--- src/wspd_pkg.sv ---
// Shared types, constants and helper functions for the weather packet decoder.
package wspd_pkg;

  localparam int PACKET_BYTES = 32;
  localparam int POS_W        = $clog2(PACKET_BYTES);
  localparam int STORE_BYTES  = 28;
  localparam int STORE_IDX_W  = $clog2(STORE_BYTES);

  localparam logic [POS_W-1:0] LAST_POS      = POS_W'(PACKET_BYTES - 1);
  localparam logic [POS_W-1:0] SHORT_SUM_POS = POS_W'(27);
  localparam logic [POS_W-1:0] SHORT_SNAP_POS = POS_W'(26);

  localparam logic [7:0]  CRC_POLY     = 8'h31;
  localparam logic [7:0]  CRC_INIT     = 8'h00;
  localparam logic [7:0]  TYPE_LONG    = 8'h90;
  localparam logic [7:0]  TYPE_SHORT   = 8'h85;
  localparam logic [8:0]  WIND_INVALID = 9'h1FF;
  localparam logic [9:0]  TEMP_INVALID = 10'h3FF;
  localparam logic [7:0]  HUM_INVALID  = 8'hFF;
  localparam logic [5:0]  SUPERCAP_MASK = 6'h3F;
  localparam logic [12:0] BATT_MV_STEP  = 13'd20;
  localparam logic [12:0] BATT_MV_FLOOR = 13'd1400;
  localparam logic [6:0]  BATT_MAX      = 7'd100;

  typedef enum logic [1:0] {
    STATUS_LONG_OK      = 2'd0,
    STATUS_SHORT_OK     = 2'd1,
    STATUS_CHECK_FAIL   = 2'd2,
    STATUS_UNKNOWN_TYPE = 2'd3
  } status_t;

  typedef struct packed {
    status_t     status;
    logic [23:0] device_id;
    logic [6:0]  battery_level;
    logic [9:0]  temperature_raw;
    logic [7:0]  relative_humidity;
    logic [8:0]  wind_speed_raw;
    logic [8:0]  wind_bearing;
    logic [8:0]  wind_gust_raw;
    logic [15:0] light_count;
    logic [15:0] rain_total;
    logic [7:0]  supercap_raw;
    logic [2:0]  valid_mask;
  } result_t;

  function automatic logic [7:0] crc_fold(input logic [7:0] crc, input logic [7:0] b);
    logic [7:0] r;
    r = crc ^ b;
    for (int k = 0; k < 8; k++) begin
      if (r[7]) begin
        r = {r[6:0], 1'b0} ^ CRC_POLY;
      end else begin
        r = {r[6:0], 1'b0};
      end
    end
    return r;
  endfunction

  function automatic logic [6:0] battery_of(input logic [7:0] b);
    logic [12:0] mv;
    logic [12:0] lvl;
    mv  = 13'(b) * BATT_MV_STEP;
    lvl = (mv - BATT_MV_FLOOR) >> 4;
    if (mv < BATT_MV_FLOOR) begin
      return '0;
    end else if (lvl > 13'(BATT_MAX)) begin
      return BATT_MAX;
    end else begin
      return lvl[6:0];
    end
  endfunction

endpackage

--- src/wspd_if.sv ---
// Valid/ready channel interfaces for packet bytes and decoded results.
interface wspd_in_if;
  import wspd_pkg::*;
  logic       valid;
  logic       ready;
  logic [7:0] data_byte;
  logic       packet_start;

  modport source (output valid, data_byte, packet_start, input ready);
  modport sink   (input valid, data_byte, packet_start, output ready);
endinterface

interface wspd_out_if;
  import wspd_pkg::*;
  logic        valid;
  logic        ready;
  status_t     status;
  logic [23:0] device_id;
  logic [6:0]  battery_level;
  logic [9:0]  temperature_raw;
  logic [7:0]  relative_humidity;
  logic [8:0]  wind_speed_raw;
  logic [8:0]  wind_bearing;
  logic [8:0]  wind_gust_raw;
  logic [15:0] light_count;
  logic [15:0] rain_total;
  logic [7:0]  supercap_raw;
  logic [2:0]  valid_mask;

  modport source (output valid, status, device_id, battery_level, temperature_raw,
                  relative_humidity, wind_speed_raw, wind_bearing, wind_gust_raw,
                  light_count, rain_total, supercap_raw, valid_mask, input ready);
  modport sink   (input valid, status, device_id, battery_level, temperature_raw,
                  relative_humidity, wind_speed_raw, wind_bearing, wind_gust_raw,
                  light_count, rain_total, supercap_raw, valid_mask, output ready);
endinterface

--- src/weather_sensor_packet_decoder.sv ---
// Weather packet decoder top level: CRC-8, byte sum, layout decode, result register.
//
//   channel   | dir | request                          | flow
//   in_chan   | in  | one packet byte, start-of-packet | valid/ready
//   out_chan  | out | status and decoded fields        | valid/ready
//
// Takes one byte per cycle while no result is held stalled; the result is valid in the cycle after byte 31 is taken.
// CRC fold and sum run combinationally from the state registers each cycle.
// Reset clears position, CRC, sum, snapshots and the result valid; the byte store is not reset.
// A stalled result holds in the output register; input stalls only when it is full and not taken.
module weather_sensor_packet_decoder (
  input  logic       clk,
  input  logic       rst_n,
  wspd_in_if.sink    in_chan,
  wspd_out_if.source out_chan
);
  import wspd_pkg::*;

  logic [POS_W-1:0] pos_r;
  logic [7:0]       crc_r;
  logic [7:0]       sum_r;
  logic [7:0]       crc_snap_r;
  logic [7:0]       sum_snap_r;
  logic [7:0]       pkt_r [STORE_BYTES];
  logic             out_valid_r;
  result_t          res_r;
  result_t          res_nxt;

  logic             accept;
  logic             last;
  logic [POS_W-1:0] cur_pos;
  logic [7:0]       crc_base;
  logic [7:0]       sum_base;
  logic [7:0]       crc_nxt;
  logic [7:0]       sum_nxt;
  logic [7:0]       flags;
  logic [8:0]       spd;
  logic [8:0]       dir;
  logic [8:0]       gst;

  assign in_chan.ready = !out_valid_r || out_chan.ready;
  assign accept        = in_chan.valid && in_chan.ready;
  assign cur_pos       = in_chan.packet_start ? '0 : pos_r;
  assign crc_base      = in_chan.packet_start ? CRC_INIT : crc_r;
  assign sum_base      = in_chan.packet_start ? '0 : sum_r;
  assign crc_nxt       = crc_fold(crc_base, in_chan.data_byte);
  assign sum_nxt       = sum_base + in_chan.data_byte;
  assign last          = (cur_pos == LAST_POS);

  always_ff @(posedge clk) begin
    if (!rst_n) begin
      pos_r      <= '0;
      crc_r      <= CRC_INIT;
      sum_r      <= '0;
      crc_snap_r <= '0;
      sum_snap_r <= '0;
    end else if (accept) begin
      if (last) begin
        pos_r <= '0;
        crc_r <= crc_base;
        sum_r <= sum_base;
      end else begin
        pos_r <= cur_pos + 1'b1;
        crc_r <= crc_nxt;
        sum_r <= sum_nxt;
        if (cur_pos == SHORT_SNAP_POS) begin
          crc_snap_r <= crc_nxt;
          sum_snap_r <= sum_nxt;
        end
      end
    end
  end

  always_ff @(posedge clk) begin
    if (accept && (cur_pos < POS_W'(STORE_BYTES))) begin
      pkt_r[cur_pos[STORE_IDX_W-1:0]] <= in_chan.data_byte;
    end
  end

  always_comb begin
    res_nxt = '0;
    flags   = (pkt_r[0] == TYPE_LONG) ? pkt_r[7] : pkt_r[5];
    if (pkt_r[0] == TYPE_LONG) begin
      spd = {flags[4], pkt_r[10]};
      dir = {flags[5], pkt_r[11]};
      gst = {flags[6], pkt_r[12]};
    end else begin
      spd = {flags[4], pkt_r[7]};
      dir = {flags[5], pkt_r[8]};
      gst = {flags[6], pkt_r[9]};
    end
    if (pkt_r[0] == TYPE_LONG) begin
      if (crc_base != '0 || sum_base != in_chan.data_byte) begin
        res_nxt.status = STATUS_CHECK_FAIL;
      end else begin
        res_nxt.status            = STATUS_LONG_OK;
        res_nxt.device_id         = {pkt_r[1], pkt_r[2], pkt_r[3]};
        res_nxt.battery_level     = battery_of(pkt_r[6]);
        res_nxt.temperature_raw   = {flags[1:0], pkt_r[8]};
        res_nxt.relative_humidity = pkt_r[9];
        res_nxt.wind_speed_raw    = spd;
        res_nxt.wind_bearing      = dir;
        res_nxt.wind_gust_raw     = gst;
        res_nxt.light_count       = {pkt_r[4], pkt_r[5]};
        res_nxt.rain_total        = {pkt_r[19], pkt_r[20]};
        res_nxt.supercap_raw      = {2'b00, pkt_r[21][5:0] & SUPERCAP_MASK};
        res_nxt.valid_mask        = {spd != WIND_INVALID && dir != WIND_INVALID
                                       && gst != WIND_INVALID,
                                     pkt_r[9] != HUM_INVALID,
                                     {flags[1:0], pkt_r[8]} != TEMP_INVALID};
      end
    end else if (pkt_r[0] == TYPE_SHORT) begin
      if (crc_snap_r != '0 || sum_snap_r != pkt_r[SHORT_SUM_POS[STORE_IDX_W-1:0]]) begin
        res_nxt.status = STATUS_CHECK_FAIL;
      end else begin
        res_nxt.status         = STATUS_SHORT_OK;
        res_nxt.device_id      = {pkt_r[1], pkt_r[2], pkt_r[3]};
        res_nxt.battery_level  = battery_of(pkt_r[4]);
        res_nxt.wind_speed_raw = spd;
        res_nxt.wind_bearing   = dir;
        res_nxt.wind_gust_raw  = gst;
        res_nxt.supercap_raw   = pkt_r[6];
        res_nxt.valid_mask     = {spd != WIND_INVALID && dir != WIND_INVALID
                                    && gst != WIND_INVALID, 2'b00};
      end
    end else begin
      res_nxt.status = STATUS_UNKNOWN_TYPE;
    end
  end

  always_ff @(posedge clk) begin
    if (!rst_n) begin
      out_valid_r <= 1'b0;
    end else if (accept && last) begin
      out_valid_r <= 1'b1;
    end else if (out_chan.ready) begin
      out_valid_r <= 1'b0;
    end
  end

  always_ff @(posedge clk) begin
    if (accept && last) begin
      res_r <= res_nxt;
    end
  end

  assign out_chan.valid             = out_valid_r;
  assign out_chan.status            = res_r.status;
  assign out_chan.device_id         = res_r.device_id;
  assign out_chan.battery_level     = res_r.battery_level;
  assign out_chan.temperature_raw   = res_r.temperature_raw;
  assign out_chan.relative_humidity = res_r.relative_humidity;
  assign out_chan.wind_speed_raw    = res_r.wind_speed_raw;
  assign out_chan.wind_bearing      = res_r.wind_bearing;
  assign out_chan.wind_gust_raw     = res_r.wind_gust_raw;
  assign out_chan.light_count       = res_r.light_count;
  assign out_chan.rain_total        = res_r.rain_total;
  assign out_chan.supercap_raw      = res_r.supercap_raw;
  assign out_chan.valid_mask        = res_r.valid_mask;

endmodule

--- src/flat_wrapper.sv ---
// flat-port wrapper written by rule: the top's interface ports become plain ports
module weather_sensor_packet_decoder_flat import wspd_pkg::*;
  (clk, rst_n, in_chan_valid, in_chan_data_byte, in_chan_packet_start, in_chan_ready, out_chan_valid, out_chan_status, out_chan_device_id, out_chan_battery_level, out_chan_temperature_raw, out_chan_relative_humidity, out_chan_wind_speed_raw, out_chan_wind_bearing, out_chan_wind_gust_raw, out_chan_light_count, out_chan_rain_total, out_chan_supercap_raw, out_chan_valid_mask, out_chan_ready);
  wspd_in_if in_chan_i ();
  wspd_out_if out_chan_i ();
  input  logic clk;
  input  logic rst_n;
  input wire logic [$bits(in_chan_i.valid)-1:0] in_chan_valid;
  input wire logic [$bits(in_chan_i.data_byte)-1:0] in_chan_data_byte;
  input wire logic [$bits(in_chan_i.packet_start)-1:0] in_chan_packet_start;
  output wire logic [$bits(in_chan_i.ready)-1:0] in_chan_ready;
  output wire logic [$bits(out_chan_i.valid)-1:0] out_chan_valid;
  output wire logic [$bits(out_chan_i.status)-1:0] out_chan_status;
  output wire logic [$bits(out_chan_i.device_id)-1:0] out_chan_device_id;
  output wire logic [$bits(out_chan_i.battery_level)-1:0] out_chan_battery_level;
  output wire logic [$bits(out_chan_i.temperature_raw)-1:0] out_chan_temperature_raw;
  output wire logic [$bits(out_chan_i.relative_humidity)-1:0] out_chan_relative_humidity;
  output wire logic [$bits(out_chan_i.wind_speed_raw)-1:0] out_chan_wind_speed_raw;
  output wire logic [$bits(out_chan_i.wind_bearing)-1:0] out_chan_wind_bearing;
  output wire logic [$bits(out_chan_i.wind_gust_raw)-1:0] out_chan_wind_gust_raw;
  output wire logic [$bits(out_chan_i.light_count)-1:0] out_chan_light_count;
  output wire logic [$bits(out_chan_i.rain_total)-1:0] out_chan_rain_total;
  output wire logic [$bits(out_chan_i.supercap_raw)-1:0] out_chan_supercap_raw;
  output wire logic [$bits(out_chan_i.valid_mask)-1:0] out_chan_valid_mask;
  input wire logic [$bits(out_chan_i.ready)-1:0] out_chan_ready;
  assign in_chan_i.valid = in_chan_valid;
  assign in_chan_i.data_byte = in_chan_data_byte;
  assign in_chan_i.packet_start = in_chan_packet_start;
  assign in_chan_ready = in_chan_i.ready;
  assign out_chan_valid = out_chan_i.valid;
  assign out_chan_status = out_chan_i.status;
  assign out_chan_device_id = out_chan_i.device_id;
  assign out_chan_battery_level = out_chan_i.battery_level;
  assign out_chan_temperature_raw = out_chan_i.temperature_raw;
  assign out_chan_relative_humidity = out_chan_i.relative_humidity;
  assign out_chan_wind_speed_raw = out_chan_i.wind_speed_raw;
  assign out_chan_wind_bearing = out_chan_i.wind_bearing;
  assign out_chan_wind_gust_raw = out_chan_i.wind_gust_raw;
  assign out_chan_light_count = out_chan_i.light_count;
  assign out_chan_rain_total = out_chan_i.rain_total;
  assign out_chan_supercap_raw = out_chan_i.supercap_raw;
  assign out_chan_valid_mask = out_chan_i.valid_mask;
  assign out_chan_i.ready = out_chan_ready;
  weather_sensor_packet_decoder u_core (.clk(clk), .rst_n(rst_n), .in_chan(in_chan_i), .out_chan(out_chan_i));
endmodule
--- config.mk ---
export PLATFORM = sky130hd
export DESIGN_NAME = weather_sensor_packet_decoder_flat
export DESIGN_NICKNAME = d
export VERILOG_FILES = /design/src/wspd_pkg.sv /design/src/wspd_if.sv /design/src/weather_sensor_packet_decoder.sv /design/src/flat_wrapper.sv
export SDC_FILE = /design/constraint.sdc
export NUM_CORES = 1
export LEC_CHECK = 0
export BUFFER_PORTS_ARGS = -buffer_cell sky130_fd_sc_hd__buf_2
export CORE_MARGIN = 3
export CORE_UTILIZATION = 63
export DETAILED_ROUTE_END_ITERATION = 8
export GPL_TIMING_DRIVEN = 0
export PLACE_DENSITY = 0.83
export SYNTH_ARGS = -nofsm -noshare
export SYNTH_HDL_FRONTEND = slang
export SYNTH_SLANG_ARGS = --single-unit
--- constraint.sdc ---
create_clock -name clk -period 7 [get_ports clk]
set_input_delay 0.35 -clock clk [delete_from_list [all_inputs] [get_ports clk]]
set_output_delay 0.35 -clock clk [all_outputs]
set_load 0.01 [all_outputs]
==> impl_metrics.py <==
metrics = {
    "outcome": {
        "outcome": "finished, final reports clean",
    },
    "global_route": {
        "grt_pass1_wl_um": 43600,
        "grtUsageTotal": 0.254,
        "number_of_antenna_violations_at_the_first_check_in_global_routing": 1,
        "grt_pass1_vias": 8273,
        "overflow": 0,
        "maximum_number_of_pins_on_one_net_before_global_route_repair": 71,
    },
    "place": {
        "dp.final_hpwl_um": 18200,
        "port_buffers": 134,
        "gp_routability_congestion": 0.874,
        "dpl-instance-area_sq_um": 13700,
        "dp_cells": 1364,
    },
    "synth": {
        "yosys-top-cells-area": "edfxtp_1, dfxtp_1, ha_1",
        "synth.net_count": 1017,
        "netlist_area_pre_place_sq_um": 12700,
        "synth.yosys.warnings": 0,
        "asyncSetResetFlopFracSynth": 0,
        "syn_avg_cell_area_sq_um": 13.2,
        "synth_top_flop_cell": "edfxtp_1",
        "synthDominantCellAreaShare": 0.604,
        "syn_inst": 963,
        "post_synth_edffs": 255,
        "synth-seq-cells": 293,
        "synth.yosys.seq_area_share": 0.664,
        "synth_cell_type_count": 63,
        "synth.largest_area_cell": "edfxtp_1",
    },
    "worst_hold_path": {
        "worst_hold_startpoint": "out_chan_ready",
        "min-delay-path-class": "input pin to flip-flop",
        "hold_depth": 3,
        "hold-path-endpoint": "u_core.out_chan.valid$_SDFFE_PN0P_",
    },
    "timing": {
        "timing.fmax_mhz": 272,
        "post-route-min-period_ns": 3.68,
        "rsz0062_at_grt": "false",
        "final-hold-violation-count": 0,
        "clock-skew-final_ns": 0.0312,
        "worst-slew-pin-transition_ns": 1.24,
        "setup-violations-final": 0,
        "final.period_utilization": 0.526,
        "slew_headroom": 0.170,
        "max_slew_violation_count": 0,
        "final_layout_setup_total_negative_slack_ns": 0,
    },
    "detailed_routing": {
        "drt_first_iter_violations": 760,
        "routed_wirelength_um": 28000,
        "detail_route.vias_per_cell": 5.91,
        "detail_route.wl_per_cell_um": 19.7,
        "detailedRoute.firstPassIterationCount": 5,
        "route.antenna.remaining_nets": 0,
        "remaining_drc_errors": 0,
        "routed-via-count": 8385,
    },
    "clock_tree": {
        "cts_repair_resize_count": 0,
        "cts_tree": "yes",
        "cts_inserted_buffers": 29,
        "tritoncts_num_sinks": 293,
        "root_buffer_selected_by_cts": "clkbuf_16",
        "htree_num_levels": 1,
        "clk_latency_ns": 0.55,
        "max-clock-path-buffers": 3,
        "postcts_setup_bufs": 0,
        "count_of_hold_fix_buffers_inserted_at_cts": 0,
        "clk_transition_reported_paths_ns": 0.06,
    },
    "run": {
        "cap_viol_max_count": 0,
    },
    "floorplan": {
        "chipWidth_um": 148,
        "initial_core_util": 0.646,
        "std_cell_rows": 51,
        "die-area_sq_um": 21900,
        "design.core.area_sq_um": 19700,
        "design.portCount": 136,
        "die_h_um": 148,
    },
    "worst_setup_path": {
        "crit_family": "adder cells",
        "crit-reg2reg-launch": "u_core.pkt_r[4][1]$_DFFE_PP_",
        "worst-r2r-cell-count": 12,
        "r2r_end": "u_core.out_chan.battery_level[4]$_DFFE_PP_",
        "timing.critical_path.buf_inv": 1,
        "worstPathCellList": "ha_1 -> ha_1 -> inv_1 -> fa_1 -> nand3b_1 -> nand2_1 -> nand3_1 -> xnor2_1 -> o31ai_1 -> a211oi_1 -> nand2_1 -> a32o_1",
        "critPathMaxFanout": 6,
        "critical_path.startpoint_type": "flip-flop",
        "worst-r2r-setup-slack_ns": 3.32,
        "cp_slowest_cell": "fa_1",
        "max_stage_delay_ns": 0.49,
        "critical_path_arrival_ns": 3.96,
        "worst_ep_required_time_ns": 7.28,
        "critPathLaunch": "u_core.pkt_r[4][1]$_DFFE_PP_",
        "timing_worst_setup_path_type": "flip-flop to flip-flop",
        "timing.critical_path.to_type": "flip-flop",
    },
    "cells_and_area": {
        "area_delta_synth_final_pct": 15.8,
        "most-common-layout-cells": "edfxtp_1, buf_2, nand2_1",
        "layout.filler_cells": 1249,
        "mostFrequentLayoutCell": "edfxtp_1",
        "final_nets": 1184,
        "stdcell_count": 1418,
        "drive_gt1_frac": 0.165,
        "stdcell_area_sq_um": 14700,
    },
    "power_and_ir_drop": {
        "peakVddDrop_uv": 195,
        "pwr_density_cell_nw_per_um2": 254,
        "total_leakage_power_nw": 5.35,
    },
}
## metal layers
| metal | global-route usage | wire (um) |
|---|---|---|
| met1 | 0.354 | 11600 |
| met2 | 0.420 | 13600 |
| met3 | 0.0319 | 1980 |
| met4 | 0.0910 | 795 |
| met5 | 0 | 0 |
## cell usage after synthesis (8+ instances only)
cell / number
a21boi_0: 10
a21oi_1: 39
a22o_1: 10
a22oi_1: 8
and2_1: 64
and3_1: 9
clkbuf_1: 31
dfxtp_1: 38
edfxtp_1: 255
ha_1: 38
inv_1: 16
nand2_1: 104
nand2b_1: 13
nand3_1: 12
nand4_1: 13
nor2_1: 50
nor2b_1: 56
nor3_1: 21
nor4_1: 10
o21ai_0: 23
xnor2_1: 42
xor2_1: 14
## sequential cells by signal, indices dropped and copies added, names as in the netlist
signal                             count
u_core.crc_r                           8
u_core.crc_snap_r                      8
u_core.out_chan.battery_level          7
u_core.out_chan.device_id             24
u_core.out_chan.light_count           16
u_core.out_chan.rain_total            16
u_core.out_chan.relative_humidity      8
u_core.out_chan.status                 2
u_core.out_chan.supercap_raw           8
u_core.out_chan.temperature_raw       10
u_core.out_chan.valid                  1
u_core.out_chan.valid_mask             3
u_core.out_chan.wind_bearing           9
u_core.out_chan.wind_gust_raw          9
u_core.out_chan.wind_speed_raw         9
u_core.pkt_r                         134
u_core.pos_r                           5
u_core.sum_r                           8
u_core.sum_snap_r                      8
## metrics by stage
step | hold slack [ns] | setup slack [ns] | power [mW] | util
5_1_grt | 0.203 | 3.11 | 3.84 | 0.748
3_5_place_dp | 0.458 | 2.99 | 2.21 | 0.699
4_1_cts | 0.157 | 3.40 | 3.75 | 0.747
2_1_floorplan | 0.443 | 2.52 | 2.14 | -
3_3_place_gp | 0.455 | 1.11 | 2.20 | 0.697
6_report | 0.157 | 3.32 | 3.73 | 0.748
## tightest hold or removal path, stage by stage
cell and delay (ns):
buf_2 0.07, nand2b_1 0.13, a21boi_0 0.09
## cell families after synthesis
group / synth area share
AND/OR/NAND/NOR: 0.150
buffers and inverters: 0.0151
AO/OA/AOI/OAI: 0.0902
XOR/XNOR: 0.0387
flip-flops: 0.664
adder cells (fa/ha/maj): 0.0422
## layout make-up
class / instances / area (sq um) / area share
plain buffers: 33 / 131 / 0.00894
diodes: 1 / 2.50 / 0.000170
inverters: 16 / 62.6 / 0.00426
clock buffers: 43 / 798 / 0.0543
clock inverters: 10 / 156 / 0.0106
flip-flops and latches: 293 / 8420 / 0.573
multi-input cells: 621 / 4090 / 0.278
well taps: 265 / 332 / 0.0226
repair buffers: 136 / 706 / 0.0480
## worst max path at each step
stage | to | slack, ns | cells after the start
6_report | u_core.out_chan.battery_level[4]$_DFFE_PP_ | 3.32 | 12
5_1_grt | u_core.sum_snap_r[3]$_SDFFE_PN0P_ | 3.11 | 14
4_1_cts | u_core.out_chan.battery_level[4]$_DFFE_PP_ | 3.40 | 12
3_5_place_dp | u_core.crc_snap_r[7]$_SDFFE_PN0P_ | 2.99 | 14
3_3_place_gp | u_core.out_chan.wind_gust_raw[3]$_DFFE_PP_ | 1.11 | 10
2_1_floorplan | u_core.out_chan.battery_level[0]$_DFFE_PP_ | 2.52 | 9
## where the power goes
group	switching (mW)	leakage, nW	total [mW]	internal [mW]
sequential	0.0229	2.62	1.93	1.91
clock	0.625	0.462	1.56	0.936
combinational	0.137	2.27	0.239	0.102
Power figures use the tool's default switching activity.
